<file path="src/hw/rtl/psw_pkg.sv">
`default_nettype none

package psw_pkg;

    localparam int unsigned COORD_W = 11;
    localparam int unsigned CLIP_W = 10;
    localparam int unsigned ADDR_W = 16;
    localparam int unsigned MASK_W = 4;
    localparam int unsigned COUNT_W = 8;
    localparam int unsigned COLOR_W = 8;
    localparam int unsigned CFG_INDEX_W = 3;
    localparam int unsigned CFG_DATA_W = 16;

    localparam logic [ADDR_W-1:0] ROW_BYTES = 16'd80;

    localparam logic [CFG_INDEX_W-1:0] REG_CLIP_LEFT = 3'd0;
    localparam logic [CFG_INDEX_W-1:0] REG_CLIP_RIGHT = 3'd1;
    localparam logic [CFG_INDEX_W-1:0] REG_CLIP_TOP = 3'd2;
    localparam logic [CFG_INDEX_W-1:0] REG_CLIP_BOTTOM = 3'd3;
    localparam logic [CFG_INDEX_W-1:0] REG_PAGE_OFFSET = 3'd4;
    localparam logic [CFG_INDEX_W-1:0] REG_FILL_COLOR = 3'd5;

    localparam logic [CLIP_W-1:0] CLIP_LEFT_RESET = 10'd0;
    localparam logic [CLIP_W-1:0] CLIP_RIGHT_RESET = 10'd320;
    localparam logic [CLIP_W-1:0] CLIP_TOP_RESET = 10'd0;
    localparam logic [CLIP_W-1:0] CLIP_BOTTOM_RESET = 10'd240;
    localparam logic [ADDR_W-1:0] PAGE_OFFSET_RESET = 16'd0;
    localparam logic [COLOR_W-1:0] FILL_COLOR_RESET = 8'd0;

    localparam logic [MASK_W-1:0] FULL_MASK = 4'h0F;

    typedef struct packed {
        logic [ADDR_W-1:0] addr;
        logic [COUNT_W-1:0] n;
        logic [MASK_W-1:0] lmask;
        logic [MASK_W-1:0] rmask;
    } span_t;

    function automatic logic [MASK_W-1:0] left_edge_mask(input logic [1:0] sel);
        logic [MASK_W-1:0] m;
        unique case (sel)
            2'd0: m = 4'h0F;
            2'd1: m = 4'h0E;
            2'd2: m = 4'h0C;
            2'd3: m = 4'h08;
        endcase
        return m;
    endfunction

    function automatic logic [MASK_W-1:0] right_edge_mask(input logic [1:0] sel);
        logic [MASK_W-1:0] m;
        unique case (sel)
            2'd0: m = 4'h01;
            2'd1: m = 4'h03;
            2'd2: m = 4'h07;
            2'd3: m = 4'h0F;
        endcase
        return m;
    endfunction

endpackage

`default_nettype wire

</file>
<file path="src/hw/rtl/planar_span_write_generator.sv">
// path: a span passes the input register and the span stage before its first write reaches the write output register
// throughput: one write transaction per cycle while wr_stall is low; a span gives 1 to 3 writes
// a span clipped to nothing is consumed by the input stage and gives no write
// the span stage (one write per cycle unless the output stalls) sets the rate; the address multiply sits before it
// reset: asynchronous active low; clears valids and loads the clip, page and color defaults
`default_nettype none

module planar_span_write_generator (
    input  wire logic                                clk,
    input  wire logic                                rst_n,
    input  wire logic                                cfg_write,
    input  wire logic [psw_pkg::CFG_INDEX_W-1:0]     cfg_index,
    input  wire logic [psw_pkg::CFG_DATA_W-1:0]      cfg_data,
    input  wire logic                                span_valid,
    output logic                                     span_stall,
    input  wire logic signed [psw_pkg::COORD_W-1:0]  row_y,
    input  wire logic signed [psw_pkg::COORD_W-1:0]  span_first_x,
    input  wire logic signed [psw_pkg::COORD_W-1:0]  span_last_x,
    output logic                                     wr_valid,
    input  wire logic                                wr_stall,
    output logic [psw_pkg::ADDR_W-1:0]               byte_address,
    output logic [psw_pkg::MASK_W-1:0]               plane_mask,
    output logic [psw_pkg::COUNT_W-1:0]              byte_count,
    output logic [psw_pkg::COLOR_W-1:0]              write_value,
    output logic                                     last_write
);

    localparam logic [1:0] PH_ONE = 2'd0;
    localparam logic [1:0] PH_LEFT = 2'd1;
    localparam logic [1:0] PH_MID = 2'd2;
    localparam logic [1:0] PH_RIGHT = 2'd3;

    // configuration
    logic [psw_pkg::CLIP_W-1:0] clip_left_reg;
    logic [psw_pkg::CLIP_W-1:0] clip_right_reg;
    logic [psw_pkg::CLIP_W-1:0] clip_top_reg;
    logic [psw_pkg::CLIP_W-1:0] clip_bottom_reg;
    logic [psw_pkg::ADDR_W-1:0] page_offset_reg;
    logic [psw_pkg::COLOR_W-1:0] fill_color_reg;

    always_ff @(posedge clk or negedge rst_n)
    begin
        if (!rst_n)
        begin
            clip_left_reg <= psw_pkg::CLIP_LEFT_RESET;
            clip_right_reg <= psw_pkg::CLIP_RIGHT_RESET;
            clip_top_reg <= psw_pkg::CLIP_TOP_RESET;
            clip_bottom_reg <= psw_pkg::CLIP_BOTTOM_RESET;
            page_offset_reg <= psw_pkg::PAGE_OFFSET_RESET;
            fill_color_reg <= psw_pkg::FILL_COLOR_RESET;
        end
        else if (cfg_write)
        begin
            unique case (cfg_index)
                psw_pkg::REG_CLIP_LEFT:   clip_left_reg <= cfg_data[psw_pkg::CLIP_W-1:0];
                psw_pkg::REG_CLIP_RIGHT:  clip_right_reg <= cfg_data[psw_pkg::CLIP_W-1:0];
                psw_pkg::REG_CLIP_TOP:    clip_top_reg <= cfg_data[psw_pkg::CLIP_W-1:0];
                psw_pkg::REG_CLIP_BOTTOM: clip_bottom_reg <= cfg_data[psw_pkg::CLIP_W-1:0];
                psw_pkg::REG_PAGE_OFFSET: page_offset_reg <= cfg_data;
                psw_pkg::REG_FILL_COLOR:  fill_color_reg <= cfg_data[psw_pkg::COLOR_W-1:0];
                default: ;
            endcase
        end
    end

    // input register
    logic in_valid_reg;
    logic signed [psw_pkg::COORD_W-1:0] row_reg;
    logic signed [psw_pkg::COORD_W-1:0] first_reg;
    logic signed [psw_pkg::COORD_W-1:0] last_reg_x;

    // span stage
    logic span_valid_reg;
    logic [1:0] phase_reg;
    psw_pkg::span_t span_reg;

    // write output register
    logic wr_valid_reg;
    logic [psw_pkg::ADDR_W-1:0] addr_reg;
    logic [psw_pkg::MASK_W-1:0] mask_reg;
    logic [psw_pkg::COUNT_W-1:0] count_reg;
    logic last_reg;

    // clip and address from the input register
    logic signed [psw_pkg::COORD_W-1:0] top_s;
    logic signed [psw_pkg::COORD_W-1:0] bottom_s;
    logic signed [psw_pkg::COORD_W-1:0] left_s;
    logic signed [psw_pkg::COORD_W-1:0] right_m1_s;
    logic signed [psw_pkg::COORD_W-1:0] xs_c;
    logic signed [psw_pkg::COORD_W-1:0] xe_c;
    logic vis;
    logic [psw_pkg::CLIP_W-1:0] xs_u;
    logic [psw_pkg::CLIP_W-1:0] xe_u;
    logic [psw_pkg::CLIP_W-1:0] span_diff;
    logic [psw_pkg::ADDR_W-1:0] row_base;
    psw_pkg::span_t span_new;

    always_comb
    begin
        top_s = $signed({1'b0, clip_top_reg});
        bottom_s = $signed({1'b0, clip_bottom_reg});
        left_s = $signed({1'b0, clip_left_reg});
        right_m1_s = $signed({1'b0, clip_right_reg}) - 11'sd1;
        xs_c = (first_reg < left_s) ? left_s : first_reg;
        xe_c = (last_reg_x > right_m1_s) ? right_m1_s : last_reg_x;
        vis = (row_reg >= top_s) && (row_reg < bottom_s) && (xe_c >= xs_c);
        xs_u = xs_c[psw_pkg::CLIP_W-1:0];
        xe_u = xe_c[psw_pkg::CLIP_W-1:0];
        span_diff = xe_u - {xs_u[psw_pkg::CLIP_W-1:2], 2'b00};
        row_base = psw_pkg::ADDR_W'(row_reg[psw_pkg::CLIP_W-1:0]) * psw_pkg::ROW_BYTES;
        span_new.addr = page_offset_reg + row_base
            + psw_pkg::ADDR_W'(xs_u[psw_pkg::CLIP_W-1:2]);
        span_new.n = span_diff[psw_pkg::CLIP_W-1:2];
        span_new.lmask = psw_pkg::left_edge_mask(xs_u[1:0]);
        span_new.rmask = psw_pkg::right_edge_mask(xe_u[1:0]);
    end

    // one write per cycle from the span stage while the output is not stalled
    logic out_ld_ok;
    logic emit;
    logic [psw_pkg::ADDR_W-1:0] e_addr;
    logic [psw_pkg::MASK_W-1:0] e_mask;
    logic [psw_pkg::COUNT_W-1:0] e_count;
    logic e_last;
    logic [1:0] e_phase_next;
    logic span_free;
    logic in_consume;
    logic span_load;
    logic in_load_ok;

    always_comb
    begin
        out_ld_ok = !wr_valid_reg || !wr_stall;
        emit = span_valid_reg && out_ld_ok;
        e_addr = span_reg.addr;
        e_mask = span_reg.lmask;
        e_count = psw_pkg::COUNT_W'(1);
        e_last = 1'b0;
        e_phase_next = PH_RIGHT;
        unique case (phase_reg)
            PH_ONE:
            begin
                e_mask = span_reg.lmask & span_reg.rmask;
                e_last = 1'b1;
            end
            PH_LEFT:
            begin
                e_phase_next = (span_reg.n > psw_pkg::COUNT_W'(1)) ? PH_MID : PH_RIGHT;
            end
            PH_MID:
            begin
                e_addr = span_reg.addr + psw_pkg::ADDR_W'(1);
                e_mask = psw_pkg::FULL_MASK;
                e_count = span_reg.n - psw_pkg::COUNT_W'(1);
            end
            PH_RIGHT:
            begin
                e_addr = span_reg.addr + psw_pkg::ADDR_W'(span_reg.n);
                e_mask = span_reg.rmask;
                e_last = 1'b1;
            end
        endcase
        span_free = !span_valid_reg || (emit && e_last);
        in_consume = in_valid_reg && (!vis || span_free);
        span_load = in_consume && vis;
        in_load_ok = !in_valid_reg || in_consume;
    end

    assign span_stall = !in_load_ok;

    always_ff @(posedge clk or negedge rst_n)
    begin
        if (!rst_n)
        begin
            in_valid_reg <= 1'b0;
        end
        else if (in_load_ok)
        begin
            in_valid_reg <= span_valid;
        end
    end

    always_ff @(posedge clk)
    begin
        if (in_load_ok && span_valid)
        begin
            row_reg <= row_y;
            first_reg <= span_first_x;
            last_reg_x <= span_last_x;
        end
    end

    always_ff @(posedge clk or negedge rst_n)
    begin
        if (!rst_n)
        begin
            span_valid_reg <= 1'b0;
            phase_reg <= PH_ONE;
        end
        else if (span_load)
        begin
            span_valid_reg <= 1'b1;
            phase_reg <= (span_new.n == '0) ? PH_ONE : PH_LEFT;
        end
        else if (emit)
        begin
            span_valid_reg <= !e_last;
            phase_reg <= e_phase_next;
        end
    end

    always_ff @(posedge clk)
    begin
        if (span_load)
        begin
            span_reg <= span_new;
        end
    end

    always_ff @(posedge clk or negedge rst_n)
    begin
        if (!rst_n)
        begin
            wr_valid_reg <= 1'b0;
        end
        else if (out_ld_ok)
        begin
            wr_valid_reg <= span_valid_reg;
        end
    end

    always_ff @(posedge clk)
    begin
        if (emit)
        begin
            addr_reg <= e_addr;
            mask_reg <= e_mask;
            count_reg <= e_count;
            last_reg <= e_last;
        end
    end

    assign wr_valid = wr_valid_reg;
    assign byte_address = addr_reg;
    assign plane_mask = mask_reg;
    assign byte_count = count_reg;
    assign write_value = fill_color_reg;
    assign last_write = last_reg;

    // rest of the span stays pending behind a write that is not the last
    a_pending_after_partial: assert property (@(posedge clk) disable iff (!rst_n)
        wr_valid_reg && !last_reg |-> span_valid_reg)
        else $error("non-final write without pending span");

    a_count_nonzero: assert property (@(posedge clk) disable iff (!rst_n)
        wr_valid_reg |-> count_reg != '0)
        else $error("zero byte count");

    a_partial_single: assert property (@(posedge clk) disable iff (!rst_n)
        wr_valid_reg && mask_reg != psw_pkg::FULL_MASK |-> count_reg == psw_pkg::COUNT_W'(1))
        else $error("partial mask with multi-byte count");

    a_mid_run: assert property (@(posedge clk) disable iff (!rst_n)
        span_valid_reg && phase_reg == PH_MID |-> span_reg.n > psw_pkg::COUNT_W'(1))
        else $error("full run phase with short span");

    a_hold_span: assert property (@(posedge clk) disable iff (!rst_n)
        span_valid_reg && wr_valid_reg && wr_stall |=> $stable(phase_reg))
        else $error("span phase moved while output stalled");

endmodule

`default_nettype wire

</file>
<file path="config.mk">
export PLATFORM = sky130hd
export DESIGN_NAME = planar_span_write_generator
export DESIGN_NICKNAME = d
export VERILOG_FILES = /design/src/hw/rtl/psw_pkg.sv /design/src/hw/rtl/planar_span_write_generator.sv
export SDC_FILE = /design/constraint.sdc
export NUM_CORES = 1
export LEC_CHECK = 0
export BUFFER_PORTS_ARGS = -buffer_cell sky130_fd_sc_hd__buf_2
export CAP_MARGIN = 20
export CORE_ASPECT_RATIO = 0.9
export CORE_MARGIN = 3
export CORE_UTILIZATION = 45
export DETAILED_ROUTE_END_ITERATION = 7
export PLACE_DENSITY = 0.74
export SLEW_MARGIN = 15
export SYNTH_ARGS = -nofsm -noshare
export SYNTH_HDL_FRONTEND = slang
export SYNTH_SLANG_ARGS = --single-unit
</file>
<file path="constraint.sdc">
create_clock -name clk -period 14.3 [get_ports clk]
set_clock_uncertainty 0.2 [all_clocks]
set_input_delay 0.715 -clock clk [delete_from_list [all_inputs] [get_ports clk]]
set_output_delay 0.715 -clock clk [all_outputs]
set_load 0.02 [all_outputs]
</file>
# ---- Yosys cells after proc, flatten, opt, wreduce, memory -nomap -nowiden
# Cells that the tools add are included.
dict set report totals {
  ff_bits 163
  elab_cells 95
  out_inout_bits 39
  in_bits 57
}
dict set report classes {
  n_eq_ne 14
  multipliers 1
  n_reduce_logical 31
  n_addsub 7
  n_bitwise 1
  n_lt_le_gt_ge 6
  muxes 14
}
# cell n
set ops {}
lappend ops {{$add A16 B8 Y16} 2}
lappend ops {{$pmux W16 S2} 1}
lappend ops {{$pmux W4 S4} 2}
lappend ops {{$ge A11 B11 Y1} 2}
lappend ops {{$lt A11 B11 Y1} 2}
lappend ops {{$mux W11} 2}
lappend ops {{$add A16 B1 Y16 const B} 1}
lappend ops {{$add A16 B16 Y16} 1}
lappend ops {{$eq A2 B2 Y1 const B} 6}
lappend ops {{$mul A10 B3 Y12 const B} 1}
lappend ops {{$pmux W4 S3} 1}
lappend ops {{$reduce_and A2 Y1} 6}
lappend ops {{$gt A11 B11 Y1} 1}
lappend ops {{$sub A10 B1 Y11 const B} 1}
lappend ops {{$sub A10 B10 Y10} 1}
lappend ops {{$gt A8 B1 Y1 const B} 1}
lappend ops {{$logic_not A8 Y1} 1}
lappend ops {{$sub A8 B1 Y8 const B} 1}
lappend ops {{$logic_and A1 B1 Y1} 7}
lappend ops {{$logic_not A1 Y1} 7}
lappend ops {{$eq A2 B1 Y1 const B} 3}
lappend ops {{$eq A3 B2 Y1 const B} 2}
lappend ops {{$eq A3 B3 Y1 const B} 2}
lappend ops {{$logic_not A2 Y1} 3}
lappend ops {{8 further kinds} 17}

# ---- Depth between registers and ports, before layout
# Gate-level depths: netlist of run 1.
dict set report logic_depth {
  ltp_word 10
  mapped_depth 23
  ltp_nobuf 22
}

# ---- Least setup slack after synthesis of run 1
# Ideal clock, no wire load.
dict set report synth_timing {
  kind {flip-flop to flip-flop}
  from {reg clip_right_reg[0] (netlist bit)}
  to {reg first_reg[0] (netlist bit), enable pin}
  required_time_ps 13673
  path_buffers 1
  setup_slack_ps 8074
  path_stages_with_launch 21
  setup_time_ps 427
  t_arrival_ps 5600
  period_less_slack_ps 6226
  path_cell_list {dfrtp_1 inv_1 ha_1 nand2_1 or4_1 or3_1 ha_1 nand4_1 a21o_1 nand4_1 o221ai_2 buf_6 mux2i_1 ha_1 a21o_1 a2111oi_0 o32a_1 a21oi_1 o211ai_2 nor2_1 nor2b_1}
}
dict set report synth_between {
  elab_chain_cells 10
}
# item line_no
set synth_lines {}
lappend synth_lines {{start, declared} planar_span_write_generator.sv:35} ;# logic [psw_pkg::CLIP_W-1:0] clip_right_reg;
lappend synth_lines {{start signal, assigned} planar_span_write_generator.sv:46} ;# clip_right_reg <= psw_pkg::CLIP_RIGHT_RESET;
lappend synth_lines {{start signal, assigned} planar_span_write_generator.sv:56} ;# psw_pkg::REG_CLIP_RIGHT: clip_right_reg <= cfg_data[psw_pkg::CLIP_W-1:0];
lappend synth_lines {{$sub A10 B1 Y11 *} planar_span_write_generator.sv:103} ;# right_m1_s = $signed({1'b0, clip_right_reg}) - 11'sd1;
lappend synth_lines {{$gt A11 B11 Y1} planar_span_write_generator.sv:105} ;# xe_c = (last_reg_x > right_m1_s) ? right_m1_s : last_reg_x;
lappend synth_lines {{$mux W11 *} planar_span_write_generator.sv:105}
lappend synth_lines {{$ge A11 B11 Y1 *} planar_span_write_generator.sv:106} ;# vis = (row_reg >= top_s) && (row_reg < bottom_s) && (xe_c >= xs_c);
lappend synth_lines {{$logic_and A1 B1 Y1 *} planar_span_write_generator.sv:106}
lappend synth_lines {{$logic_not A1 Y1 *} planar_span_write_generator.sv:164} ;# in_consume = in_valid_reg && (!vis || span_free);
lappend synth_lines {{$logic_or A1 B1 Y1 *} planar_span_write_generator.sv:164}
lappend synth_lines {{$logic_and A1 B1 Y1 *} planar_span_write_generator.sv:164}
lappend synth_lines {{$logic_or A1 B1 Y1 *} planar_span_write_generator.sv:166} ;# in_load_ok = !in_valid_reg || in_consume;
lappend synth_lines {{$logic_and A1 B1 Y1 *} planar_span_write_generator.sv:185} ;# if (in_load_ok && span_valid)
lappend synth_lines {{end signal, assigned} planar_span_write_generator.sv:188} ;# first_reg <= span_first_x;
lappend synth_lines {{end, declared} planar_span_write_generator.sv:69} ;# logic signed [psw_pkg::COORD_W-1:0] first_reg;
# Every way passes the cells marked *; elsewhere a longest branch is shown, timed or not.
# A chain may end at the register's enable or synchronous reset.

# ---- Worst setup path after layout of run 1
dict set report layout_timing {
  from {reg clip_right_reg[0] (netlist bit)}
  to {out span_stall}
}
dict set report layout_between {
  elab_chain_cells 10
}
# item line_no
set layout_lines {}
lappend layout_lines {{$sub A10 B1 Y11 *} planar_span_write_generator.sv:103}
lappend layout_lines {{$gt A11 B11 Y1} planar_span_write_generator.sv:105}
lappend layout_lines {{$mux W11 *} planar_span_write_generator.sv:105}
lappend layout_lines {{$ge A11 B11 Y1 *} planar_span_write_generator.sv:106}
lappend layout_lines {{$logic_and A1 B1 Y1 *} planar_span_write_generator.sv:106}
lappend layout_lines {{$logic_not A1 Y1 *} planar_span_write_generator.sv:164}
lappend layout_lines {{$logic_or A1 B1 Y1 *} planar_span_write_generator.sv:164}
lappend layout_lines {{$logic_and A1 B1 Y1 *} planar_span_write_generator.sv:164}
lappend layout_lines {{$logic_or A1 B1 Y1 *} planar_span_write_generator.sv:166}
lappend layout_lines {{$logic_not A1 Y1 *} planar_span_write_generator.sv:169} ;# assign span_stall = !in_load_ok;
lappend layout_lines {{end, declared} planar_span_write_generator.sv:15} ;# output logic span_stall,
# Marks and branches as above.

==> results of run 1 <==
==> worst reg2reg max path: stages, from the launching register on <==
cell	delay (ps)
dfrtp_1	410
inv_1	150
ha_1	230
nand2_1	80
or4_1	440
or3_1	360
ha_1	350
nand4_1	160
o221ai_2	870
mux2i_1	320
ha_1	330
a21o_1	200
a2111oi_0	500
o32a_1	210
a21oi_1	120
o211ai_2	120
nor2_1	120
nor2b_2	140
buf_4	390
==> power breakdown <==
group	internal [mW]	switching (mW)
combinational	0.300	0.384
sequential	0.607	0.0402
clock	0.279	0.184
total	1.19	0.608
==> logic make-up (layout without fill, tap and decap cells) <==
family | Yosys count | after routing | synth area share, %
buf+inv | 99 | 223 | 4.058
compound gates | 129 | 129 | 8.595
flops | 161 | 161 | 47.82
xor+xnor | 54 | 54 | 5.029
simple gates | 193 | 193 | 10.46
fa+ha+maj | 117 | 117 | 16.21
mux | 68 | 68 | 7.837
==> layer usage <==
metal / track usage (%) / wire length [um] / vias to the layer above
li1: - / - / 3122
met1: 25.41 / 9236 / 2940
met2: 27.56 / 8527 / 150
met3: 3.758 / 1040 / 19
met4: 5.749 / 321 / 0
met5: 0 / 0 / -
==> layout make-up <==
class | count | area share [%]
Tap cell | 255 | 2.947
Multi-Input combinational cell | 561 | 41.94
Clock buffer | 19 | 4.091
Clock inverter | 13 | 1.479
Inverter | 87 | 3.016
Timing Repair Buffer | 104 | 4.992
Sequential cell | 161 | 41.53
==> cell usage in the layout, fill, tap and decap left out, types with 5 or more instances in the layout <==
cell,instances
fa_1,8
and2_1,12
inv_1,87
or4_1,5
nand4_1,7
nor2_1,39
mux2i_1,23
a21o_1,17
xnor2_1,34
dfstp_2,6
xor2_1,20
clkbuf_16,17
nand3_1,7
nand2_1,64
nor2b_1,13
buf_4,8
or2_2,6
dfrtp_1,63
buf_2,96
a21oi_1,24
mux2_2,45
nor3_1,10
edfxtp_1,92
nand2b_1,5
ha_1,109
o21ai_0,50
o21a_1,7
==> worst paths after layout <==
path                                endpoint  slack [ps]  depth (start not counted)
setup / recovery                  span_stall        7770                         17
hold / removal                 last_reg_x[0]         260                          1
setup reg to reg                first_reg[1]        8230                         18
hold reg to reg                     wr_valid         290                          1
max in group asynchronous           wr_valid       13010                          2
min in group asynchronous  clip_right_reg[0]         300                          2
==> metrics by stage <==
| stage | setup slack, ps | util [%] | total power [mW] | hold WS (ps) |
|---|---|---|---|---|
| after global placement | 8404 | 50.51 | 1.315 | 258.5 |
| after detailed placement | 8277 | 50.53 | 1.336 | 278.2 |
| after floorplan | 8074 | - | 1.170 | 219.4 |
| final | 7772 | 53.51 | 1.795 | 256.1 |
| after CTS | 7789 | 53.51 | 1.808 | 244.2 |
| after global routing | 7463 | 53.51 | 1.931 | 242.9 |
==> impl_metrics.yaml, run 1 <==
outcome:
  outcome: "finished clean"
floorplan:
  initial_core_util_pct: 46.48
  num_rows: 49
  fp.dieH_um: 143.1
  core_area_sq_um: 20230
  dieArea_sq_um: 22670
  fp.dieW_um: 158.4
  io_pins: 96
global_route:
  grt_pass1_vias: 6218
  grt_max_degree: 70
  grt_pass1_wl_mm: 31.29
  antenna_found_initial: 0
  overflow: 0
  grt.total_usage_pct: 17.89
final_layout:
  nFillCells: 1730
  fin_nets: 1106
  stdcell_count: 1200
  largest_register_ffs: 30
  area_delta_synth_final_pct: 15.13
  stdcell_area_sq_um: 10830
  drive_gt1_share_pct: 21.27
  diodes: 0
  seq_area_sq_um: 4497
  multi_input_area_sq_um: 4541
logic_synthesis:
  synthesis.area_sq_um: 9404
  ys_seq_elements: 161
  synth_warnings: 0
  synth.most_common_cell: "ha_1"
  avgSynthCellArea_sq_um: 11.45
  synthFlopType: "edfxtp_1"
  syn-num-nets: 995
  postSynth.asyncResetShare_pct: 42.86
  synth_edf_count: 92
  synth_top_area_share_pct: 29.38
  synthTopCellsByCount: "109 x ha_1, 92 x edfxtp_1, 87 x inv_1, 64 x nand2_1, 63 x dfrtp_1"
  ys_types: 63
  syn-instance-count: 821
  yosysSeqAreaShare_pct: 47.82
  yosysTopAreaCell: "edfxtp_1"
  ys_top_cells_by_area: "edfxtp_1 29%, dfrtp_1 17%, ha_1 15%"
setup_path:
  worstSetupStartpointType: "flop"
  cp_max_fo: 15
  cp.required_ps: 13390
  critical_path_buf_inv_count: 2
  criticalPathCategory: "flop to output pin"
  worstPathCellList: "inv_1 > ha_1 > nand2_1 > or4_1 > or3_1 > ha_1 > nand4_1 > o221ai_2 > mux2_2 > ha_1 > a21o_1 > a31oi_1 > o32a_1 > a21oi_1 > o211ai_2 > nor2_1 > buf_2"
  crit_path_end_kind: "output pin"
  crit_path_top_delay_cell: "o221ai_2"
  path_common_cell: "ha_1"
  crit_family: "compound AO/OA/AOI/OAI gates"
  crit_start: "clip_right_reg[0]"
  slowest_delay_ps: 870
  reg2reg_from: "clip_right_reg[0]"
  arrival_ps: 5610
worst_hold_path:
  min-delay-path-class: "input port to flop"
  hold_start: "span_last_x[0]"
sta:
  fmax_mhz: 153.2
  hold_viol_final: 0
  fin_crit_sh_pct: 45.65
  report.final.slew_viol_count: 0
  fin_tns_setup_ps: 0
  rsz0062_at_grt: "no"
  worstMarginPinSlew_ps: 1081
  max_slew_margin_pct: 27.92
  period_needed_ps: 6528
  setup_viol: 0
routing:
  avgViaCountPerCell: 5.193
  drt-pass1-iter-count: 4
  drc: 0
  drt_iter0_drc: 300
  wire_per_inst_um: 15.94
  routed_wirelength_mm: 19.13
  vias: 6231
  detail-route-antenna-nets: 0
clock_tree:
  cts.path.max_buffers: 2
  cts_resized: 0
  numCtsBuffers: 17
  h-tree-depth: 4
  cts.root.buffer_cell: "clkbuf_16"
  hold_buffers: 0
  cts_tree: "built"
  post-cts-setup-buffer-count: 0
  clkLatencyLatePin_ps: 430
  path_clk_slew_ps: 70
  clock-sinks: 161
power_and_ir_drop:
  peakVddDrop_mv: 0.1324
  powerDensity_nw_per_um2: 165.8
  p_leak_nw: 4.828
placed_design:
  placed_area_sq_um: 10220
  dp_cells: 1168
  place.port_buffers: 95
  place_hpwl_mm: 14.30
  place_congestion: 0.8768
job:
  drv_cap: 0
No activity file was read; power rests on OpenSTA's default activity.
==> run 2: changes to the inputs <==
clock period = 6.4 ns   (was 14.3 ns; I/O delays follow)
==> impl_metrics.yaml, run 2 (synthesis gave the netlist of run 1 again) <==
routing:
  drt_iter0_drc: 506
  avgViaCountPerCell: 5.189
  vias: 6439
  drc: 0
  routed_wirelength_mm: 19.57
  detail-route-antenna-nets: 0
  wire_per_inst_um: 15.77
  drt-pass1-iter-count: 5
floorplan:
  num_rows: 49
  initial_core_util_pct: 46.48
  core_area_sq_um: 20230
  fp.dieH_um: 143.1
  dieArea_sq_um: 22670
  io_pins: 96
  fp.dieW_um: 158.4
sta:
  fin_tns_setup_ps: 0
  max_slew_margin_pct: 38.05
  fmax_mhz: 171.3
  report.final.slew_viol_count: 0
  rsz0062_at_grt: "no"
  setup_viol: 0
  period_needed_ps: 5839
  hold_viol_final: 0
  fin_crit_sh_pct: 91.23
  worstMarginPinSlew_ps: 929.3
global_route:
  overflow: 0
  antenna_found_initial: 0
  grt.total_usage_pct: 18.07
  grt_pass1_vias: 6286
  grt_pass1_wl_mm: 31.68
  grt_max_degree: 70
clock_tree:
  clkLatencyLatePin_ps: 430
  numCtsBuffers: 17
  cts_tree: "built"
  path_clk_slew_ps: 60
  post-cts-setup-buffer-count: 0
  clock-sinks: 161
  cts_resized: 0
  h-tree-depth: 4
  cts.root.buffer_cell: "clkbuf_16"
  cts.path.max_buffers: 2
final_layout:
  area_delta_synth_final_pct: 19.28
  fin_nets: 1147
  largest_register_ffs: 30
  final_cell_mix: "109 x ha_1, 96 x buf_2, 92 x edfxtp_1"
  final_common_cell: "ha_1"
  final_util_pct: 55.44
  diodes: 0
  drive_gt1_share_pct: 20.49
power_and_ir_drop:
  peakVddDrop_mv: 0.1991
  powerDensity_nw_per_um2: 358.3
  p_leak_nw: 5.002
setup_path:
  cp_max_fo: 11
  cp.required_ps: 5880
  worstSetupStartpointType: "flop"
  arrival_ps: 5320
  crit_path_end_kind: "output pin"
  criticalPathCategory: "flop to output pin"
worst_hold_path:
  min-delay-path-class: "input port to flop"
placed_design:
  place_hpwl_mm: 14.56
  place.port_buffers: 95
  place_congestion: 0.9008
outcome:
  outcome: "finished clean"
job:
  drv_cap: 0
==> run 2: cell types whose count changed in the layout (fill, tap and decap cells not counted), sizes merged <==
cell / before / now
dlygate4sd3: 0 / 41
clkbuf: 19 / 22
bufinv: 3 / 2
clkinv: 6 / 5
clkinvlp: 2 / 1
==> run 2: what timing repair did <==
action,4_1_cts,5_1_grt
endpoints found under the hold margin,103,0
hold buffers,41,0
endpoints found under the setup margin,0,0
==> run 2: worst max-delay path, cell delays in order, from the launching register on <==
cell and delay (ps):
dfrtp_1 400, inv_1 160, ha_1 230, nand2_1 80, or4_1 430, or3_1 360
ha_1 360, nand4_1 160, a21o_1 190, nand4_1 110, o221ai_2 170, buf_4 240
mux2i_1 140, ha_1 400, nand4_1 170, o32a_1 370, a21oi_1 250, o211ai_2 190
nor2_1 230, buf_2 230
==> run 2: through the flow <==
step / area, sq um / total power, mW / setup WS [ps] / std cells / hold slack, ps
2_1_floorplan: 9404 / 2.613 / 173.7 / 821 / -175.6
3_3_place_gp: 10220 / 2.936 / 1148 / 1167 / 258.5
3_5_place_dp: 10220 / 2.993 / 962.6 / 1168 / 266.6
4_1_cts: 11220 / 4.038 / 599.4 / 1241 / 0.3542
5_1_grt: 11220 / 4.300 / 301.9 / 1241 / 7.354
6_report: 11220 / 4.019 / 561.0 / 1241 / 19.29
==> run 2: worst paths after layout <==
path	startpoint	end	slack, ps	cells past startpoint
worst max-delay path	clip_right_reg[0]	span_stall	560	19
worst min-delay path	cfg_data[9]	clip_top_reg[9]	20	3
worst max register to register	clip_right_reg[0]	last_reg_x[0]	880	20
worst min register to register	span_valid_reg	wr_valid	280	1
max in group asynchronous	rst_n	page_offset_reg[13]	4930	3
min in group asynchronous	rst_n	clip_right_reg[5]	450	3
==> run 2: per-layer routing <==
layer  global-route usage [%]  wire, um  up-vias
li1                         -         -     3218
met1                    25.64      9578     3057
met2                    28.17      8859      146
met3                    4.273       904       18
met4                    4.482       224        0
met5                        0         0        -
==> run 2: power breakdown <==
group	internal (mW)	switching, mW	total (mW)
Clock	0.606	0.406	1.01
Combinational	0.685	0.876	1.56
Sequential	1.36	0.0899	1.45
Total	2.65	1.37	4.02
==> run 2: cell type report <==
class	instances	area, sq um
Multi-Input combinational cell	561	4541
Tap cell	255	319.1
Sequential cell	161	4497
Inverter	87	326.6
Clock inverter	10	107.6
Timing Repair Buffer	145	950.9
Clock buffer	22	475.5
Fill cell	1747	9015
